File: config.mk
export PLATFORM = sky130hd
export DESIGN_NAME = quote_aware_word_splitter
export DESIGN_NICKNAME = d
export VERILOG_FILES = /design/src/design/qaws_pkg.sv /design/src/design/quote_aware_word_splitter.sv
export SDC_FILE = /design/constraint.sdc
export NUM_CORES = 1
export LEC_CHECK = 0
export BUFFER_PORTS_ARGS = -buffer_cell sky130_fd_sc_hd__buf_2
export CAP_MARGIN = 10
export CORE_UTILIZATION = 68
export DETAILED_ROUTE_END_ITERATION = 12
export PLACE_DENSITY = 0.89
export SYNTH_ARGS = -nofsm -noshare
export SYNTH_HDL_FRONTEND = slang
export SYNTH_SLANG_ARGS = --single-unit
File: constraint.sdc
create_clock -name i_clk -period 11.8 [get_ports i_clk]
set_clock_uncertainty 0.15 [all_clocks]
set_input_delay 0.59 -clock i_clk [delete_from_list [all_inputs] [get_ports i_clk]]
set_output_delay 0.59 -clock i_clk [all_outputs]
set_load 0.02 [all_outputs]
File: src/design/qaws_pkg.sv
// Types, constants and per-byte tokenizing functions of the word splitter.
package qaws_pkg;

    localparam int unsigned MaxWords = 128;
    localparam int unsigned WcW      = $clog2(MaxWords + 2);
    localparam int unsigned IdxW     = 7;

    localparam logic [WcW-1:0] MaxWordsW = WcW'(MaxWords);
    localparam logic [WcW-1:0] DropMark  = WcW'(MaxWords + 1);

    localparam logic [7:0] C_SPACE  = 8'h20;
    localparam logic [7:0] C_TAB    = 8'h09;
    localparam logic [7:0] C_SQUOTE = 8'h27;
    localparam logic [7:0] C_DQUOTE = 8'h22;
    localparam logic [7:0] C_BSLASH = 8'h5C;

    typedef enum logic [1:0] {
        KIND_CHAR = 2'd0,
        KIND_EOW  = 2'd1,
        KIND_EOL  = 2'd2
    } t_kind;

    typedef struct packed {
        t_kind           kind;
        logic [7:0]      ch;
        logic [IdxW-1:0] idx;
        logic            ovf;
    } t_res;

    typedef struct packed {
        logic           in_single;
        logic           in_double;
        logic           esc;
        logic           dq_bs;
        logic           word_open;
        logic [WcW-1:0] word_count;
        logic           ovf_seen;
    } t_state;

    typedef struct packed {
        t_state      st;
        t_res [3:0]  res;
        logic [2:0]  n;
    } t_work;

    function automatic t_work f_emit(t_work w, t_kind k, logic [7:0] c,
                                     logic [IdxW-1:0] idx, logic ovf);
        t_work r;
        r = w;
        r.res[r.n[1:0]].kind = k;
        r.res[r.n[1:0]].ch   = c;
        r.res[r.n[1:0]].idx  = idx;
        r.res[r.n[1:0]].ovf  = ovf;
        r.n = r.n + 3'd1;
        return r;
    endfunction

    function automatic logic [IdxW-1:0] f_idx(logic [WcW-1:0] cnt);
        logic [WcW-1:0] m1;
        m1 = cnt - WcW'(1);
        return m1[IdxW-1:0];
    endfunction

    function automatic t_work f_put(t_work w, logic [7:0] c);
        t_work r;
        r = w;
        if (!r.st.word_open) begin
            r.st.word_open = 1'b1;
            if (r.st.word_count < MaxWordsW) begin
                r.st.word_count = r.st.word_count + WcW'(1);
            end else begin
                r.st.word_count = DropMark;
                r.st.ovf_seen   = 1'b1;
            end
        end
        if (r.st.word_count <= MaxWordsW) begin
            r = f_emit(r, KIND_CHAR, c, f_idx(r.st.word_count), 1'b0);
        end
        return r;
    endfunction

    function automatic t_work f_end_word(t_work w);
        t_work r;
        r = w;
        if (r.st.word_open) begin
            r.st.word_open = 1'b0;
            if (r.st.word_count != '0 && r.st.word_count <= MaxWordsW) begin
                r = f_emit(r, KIND_EOW, 8'h00, f_idx(r.st.word_count), 1'b0);
            end
        end
        return r;
    endfunction

    // All results and the next state for one byte of the line.
    function automatic t_work f_step(t_state s, logic tab_sep, logic [7:0] c, logic last);
        t_work r;
        r     = '0;
        r.st  = s;
        if (r.st.esc) begin
            r.st.esc = 1'b0;
            r = f_put(r, c);
        end else if (r.st.dq_bs) begin
            r.st.dq_bs = 1'b0;
            if (c != C_BSLASH && c != C_DQUOTE) begin
                r = f_put(r, C_BSLASH);
            end
            r = f_put(r, c);
        end else if (r.st.in_single) begin
            if (c == C_SQUOTE) begin
                r.st.in_single = 1'b0;
            end else begin
                r = f_put(r, c);
            end
        end else if (r.st.in_double) begin
            if (c == C_DQUOTE) begin
                r.st.in_double = 1'b0;
            end else if (c == C_BSLASH) begin
                r.st.dq_bs = 1'b1;
            end else begin
                r = f_put(r, c);
            end
        end else if (c == C_SPACE || (c == C_TAB && tab_sep)) begin
            r = f_end_word(r);
        end else if (c == C_SQUOTE) begin
            r.st.in_single = 1'b1;
        end else if (c == C_DQUOTE) begin
            r.st.in_double = 1'b1;
        end else if (c == C_BSLASH) begin
            r.st.esc = 1'b1;
        end else begin
            r = f_put(r, c);
        end

        if (last) begin
            // A backslash left open inside double quotes is kept literally.
            if (r.st.dq_bs) begin
                r = f_put(r, C_BSLASH);
            end
            r    = f_end_word(r);
            r    = f_emit(r, KIND_EOL, 8'h00, '0, r.st.ovf_seen);
            r.st = '0;
        end
        return r;
    endfunction

endpackage

File: src/design/quote_aware_word_splitter.sv
// A byte passes the input register and then the result list before its first result shows.
// One byte per cycle while each byte gives at most one result and m_axis_tready is high;
// a byte that gives several results (up to 4) holds the result list until all have left.
// The input register takes a new byte while the result list is still draining.
// Reset is synchronous, active low: quote state, word count and tab setting clear.
module quote_aware_word_splitter (
    input  logic        i_clk,
    input  logic        i_rst_n,
    input  logic        i_cfg_we,
    input  logic        i_cfg_wdata,
    input  logic        s_axis_tvalid,
    output logic        s_axis_tready,
    input  logic [7:0]  s_axis_tdata,   // [7:0] byte_in
    input  logic        s_axis_tlast,
    output logic        m_axis_tvalid,
    input  logic        m_axis_tready,
    output logic [15:0] m_axis_tdata,   // [7:0] char_out, [14:8] word_index, [15] overflow
    output logic [1:0]  m_axis_tuser,   // [1:0] kind
    output logic        m_axis_tlast
);

    logic               r_in_valid;
    logic [7:0]         r_in_byte;
    logic               r_in_last;
    logic               r_tab;
    qaws_pkg::t_state   r_state;
    qaws_pkg::t_res [3:0] r_res;
    logic [2:0]         r_cnt;
    logic [1:0]         r_pos;

    qaws_pkg::t_work    w_step;
    qaws_pkg::t_res     w_cur;
    logic               w_at_end;
    logic               w_out_fire;
    logic               w_free;
    logic               w_load;

    assign w_step     = qaws_pkg::f_step(r_state, r_tab, r_in_byte, r_in_last);
    assign w_cur      = r_res[r_pos];
    assign w_at_end   = ({1'b0, r_pos} == (r_cnt - 3'd1));
    assign w_out_fire = (r_cnt != 3'd0) && m_axis_tready;
    // The list can take new results when it is empty or its final entry leaves now.
    assign w_free     = (r_cnt == 3'd0) || (w_out_fire && w_at_end);
    assign w_load     = r_in_valid && w_free;

    assign s_axis_tready = !r_in_valid || w_load;
    assign m_axis_tvalid = (r_cnt != 3'd0);
    assign m_axis_tuser  = w_cur.kind;
    assign m_axis_tdata  = {w_cur.ovf, w_cur.idx, w_cur.ch};
    assign m_axis_tlast  = w_at_end;

    always_ff @(posedge i_clk) begin
        if (!i_rst_n) begin
            r_in_valid <= 1'b0;
            r_tab      <= 1'b0;
            r_state    <= '0;
            r_cnt      <= 3'd0;
            r_pos      <= 2'd0;
        end else begin
            if (i_cfg_we) begin
                r_tab <= i_cfg_wdata;
            end
            if (s_axis_tvalid && s_axis_tready) begin
                r_in_valid <= 1'b1;
            end else if (w_load) begin
                r_in_valid <= 1'b0;
            end
            if (w_load) begin
                r_state <= w_step.st;
                r_cnt   <= w_step.n;
                r_pos   <= 2'd0;
            end else if (w_out_fire) begin
                if (w_at_end) begin
                    r_cnt <= 3'd0;
                    r_pos <= 2'd0;
                end else begin
                    r_pos <= r_pos + 2'd1;
                end
            end
        end
    end

    always_ff @(posedge i_clk) begin
        if (s_axis_tvalid && s_axis_tready) begin
            r_in_byte <= s_axis_tdata;
            r_in_last <= s_axis_tlast;
        end
        if (w_load) begin
            r_res <= w_step.res;
        end
    end

endmodule

==> results.cfg <==
[outcome]
status = finished clean

[synth]
synth_compound_area_share_pct = 21.9
synth_top_family_by_area = simple AND/OR/NAND/NOR gates
synth_top_area_cell = edfxtp_1
ys_dominant_reg_cell = edfxtp_1
ys_warn_count = 0
synth_cell_type_count = 84
synth_fa_ha_area_share_pct = 4.72
synth_area_leaders = edfxtp_1, dfxtp_1, ha_1, nand2_1, a21oi_1
syn_area_um2 = 7160
synth_seq_cells = 88
synth_area_per_cell_um2 = 8.77
synth_cells = 817
seq_area_frac_synth_pct = 34.0
synth_mux_area_share_pct = 7.25
synthArstFlopShare_pct = 0
synth_nets = 859
synth_xor_area_share_pct = 5.26
synth-simple-area-share_pct = 22.4
synth_edf_count = 67
netlist.area_leader.share_pct = 28.1

[setup_path]
cp-start-kind = flip-flop
cpMostUsedCell = ha_1
rr_worst_depth = 30
worstPathMaxFanout = 14
critPathCaptureType = flip-flop
cp.required_ps = 11750
crit_slowest_cell = nor4_1
slowest_delay_ps = 870
crit_type = flip-flop to flip-flop
cp.arrival_ps = 8190

[timing]
fmax_mhz = 121
rsz0062_at_grt = false
slew_headroom_pct = 28.9
fin_setup_tns_ps = 0
slew_viol_final = 0
period_share_pct = 69.9
setup_violations = 0
timing.final.ws_setup_ps = 3550
worst_pin_slew_ps = 1060
final.min_clock_period_ps = 8250
hold_viol = 0

[power]
p_switching_mw = 0.270
pwr-share-comb_pct = 25.9
intPower_mw = 0.551
power_density_nw_per_um2 = 109
power_frac_seq_pct = 45.1
swShare_pct = 32.9
power.leakage_nw = 2.64
clockPowerShare_pct = 29.0
vdd_drop_max_v = 0.0000834

[routing]
ant_nets = 0
drtPass1Iterations = 6
dr.first_iter.drc_count = 982
postRouteWirelength_mm = 22.8
wire_per_inst_um = 23.7
dr_total_vias = 7027
drc = 0
via_per_inst = 7.30

[die]
core_area_um2 = 10300
start_util_pct = 69.7
die_w_um = 105
die_h_um = 105
fp.dieArea_um2 = 10900
std_cell_rows = 37
io_pins = 36

[cts]
cts_max_path_buffers = 2
clkSlewWorstSetupHoldPaths_ps = 100
cts_tree = built
cts_setup_buffers = 0
clk_latency_ps = 370
cts_root_buf = clkbuf_8
cts_resized = 0
clock_sinks = 88
cts_buffers = 9
cts-htree-levels = 3
cts_hold_buf = 0

[global_route]
antenna_found_initial = 0
top_usage_layer = met2
use_met1_pct = 56.5
grt_pass1_wl_mm = 35.1
grt_use_met2_pct = 65.8
first_global_vias = 6434
grtUsageMet3_pct = 8.67
grt_max_degree = 64
track_usage_pct = 42.0
grt-ovfl-total = 0

[worst_hold_path]
holdCritPathClass = input pin to flip-flop
min_path_cells = 1

[placement]
pre_cts_ws_ps = 3890
placed_area_um2 = 7340
port_buffers = 35
placed_cells = 947
place.gp.congestion = 1.03
hpwl_mm = 16.8

[cells_and_area]
fin_area_um2 = 7550
antenna_cells = 0
final_cell_mix = nand2_1, edfxtp_1, nor2_1
post_route_cells_drive_above_1_share_pct = 11.7
area_delta_synth_final_pct = 5.42
post-route-util_pct = 73.5
stdcell_count = 963
final_common_cell = nand2_1
final_nets = 864

[job]
cap_violations = 0
-- stage by stage --
step	hold WS (ps)	total power [mW]
2_1_floorplan	319	0.519
3_3_place_gp	356	0.572
3_5_place_dp	380	0.580
4_1_cts	243	0.808
5_1_grt	227	0.841
6_report	243	0.822
-- metal layers --
metal	vias to the layer above	routed length [um]	share of wire, %
met2	596	10100	44
met1	3252	8620	38
met5	-	0	0
li1	3073	-	-
met3	106	2990	13
met4	0	1050	4.6
-- path summary, 6_finish.rpt --
| kind | startpoint | endpoint | slack (ps) |
|---|---|---|---|
| max | r_in_byte[4] | r_res[21] | 3550 |
| min reg2reg | r_state[0] | r_state[0] | 400 |
| min | s_axis_tdata[2] | r_in_byte[2] | 240 |
| max reg2reg | r_in_byte[4] | r_res[21] | 3550 |
-- kinds of logic after synthesis --
logic type | count (synthesis)
mux | 38
fa+ha+maj | 27
simple gates | 313
flops | 88
xor+xnor | 43
compound gates | 230
buf+inv | 78
-- flip-flops by register name (all words and copies together) (netlist names) --
name	count
r_pos	2
r_state	14
r_in_valid	1
r_in_last	1
r_cnt	3
r_tab	1
r_res	58
r_in_byte	8
-- cell usage after synthesis (all sizes together), types with 8 or more instances --
library cell  instances
a21oi                56
nor2b                15
o211ai               11
a31oi                11
o22ai                15
nor2                 67
buf                  14
nor3                 28
edfxtp               67
clkbuf               33
dfxtp                21
nand4                11
o21ai                49
mux2i                23
xor2                 15
xnor2                28
and2                 23
nand2                80
nand3                24
inv                  29
and3                 10
or2                   9
mux4                 10
ha                   27
nand2b                8
a22oi                19
or3                  16
-- area by class of cell --
type	count	area, um^2
multi-input combinational	651	4400
fill	730	2730
sequential	88	2430
timing repair buffer	41	220
tap	136	170
clock buffer	11	131
inverter	31	116
clock inverter	5	78.8
-- critical path, delay by kind of cell (launching register included) --
family,cells,cell delay [ps]
multiplexers,2,480
buffers and inverters,3,460
AND/OR/NAND/NOR,11,2860
adder cells (fa/ha/maj),5,1350
XOR/XNOR,1,260
AO/OA/AOI/OAI,8,1910
flip-flops,1,490
-- power groups by stage --
stage	clock (mW)	combinational, mW	sequential (mW)
after detailed placement	0	0.203	0.377
after floorplan	0	0.149	0.370
final	0.238	0.213	0.371
after global placement	0	0.196	0.376
after CTS	0.233	0.204	0.370
after global routing	0.246	0.223	0.372
Power figures use the tool's default switching activity.
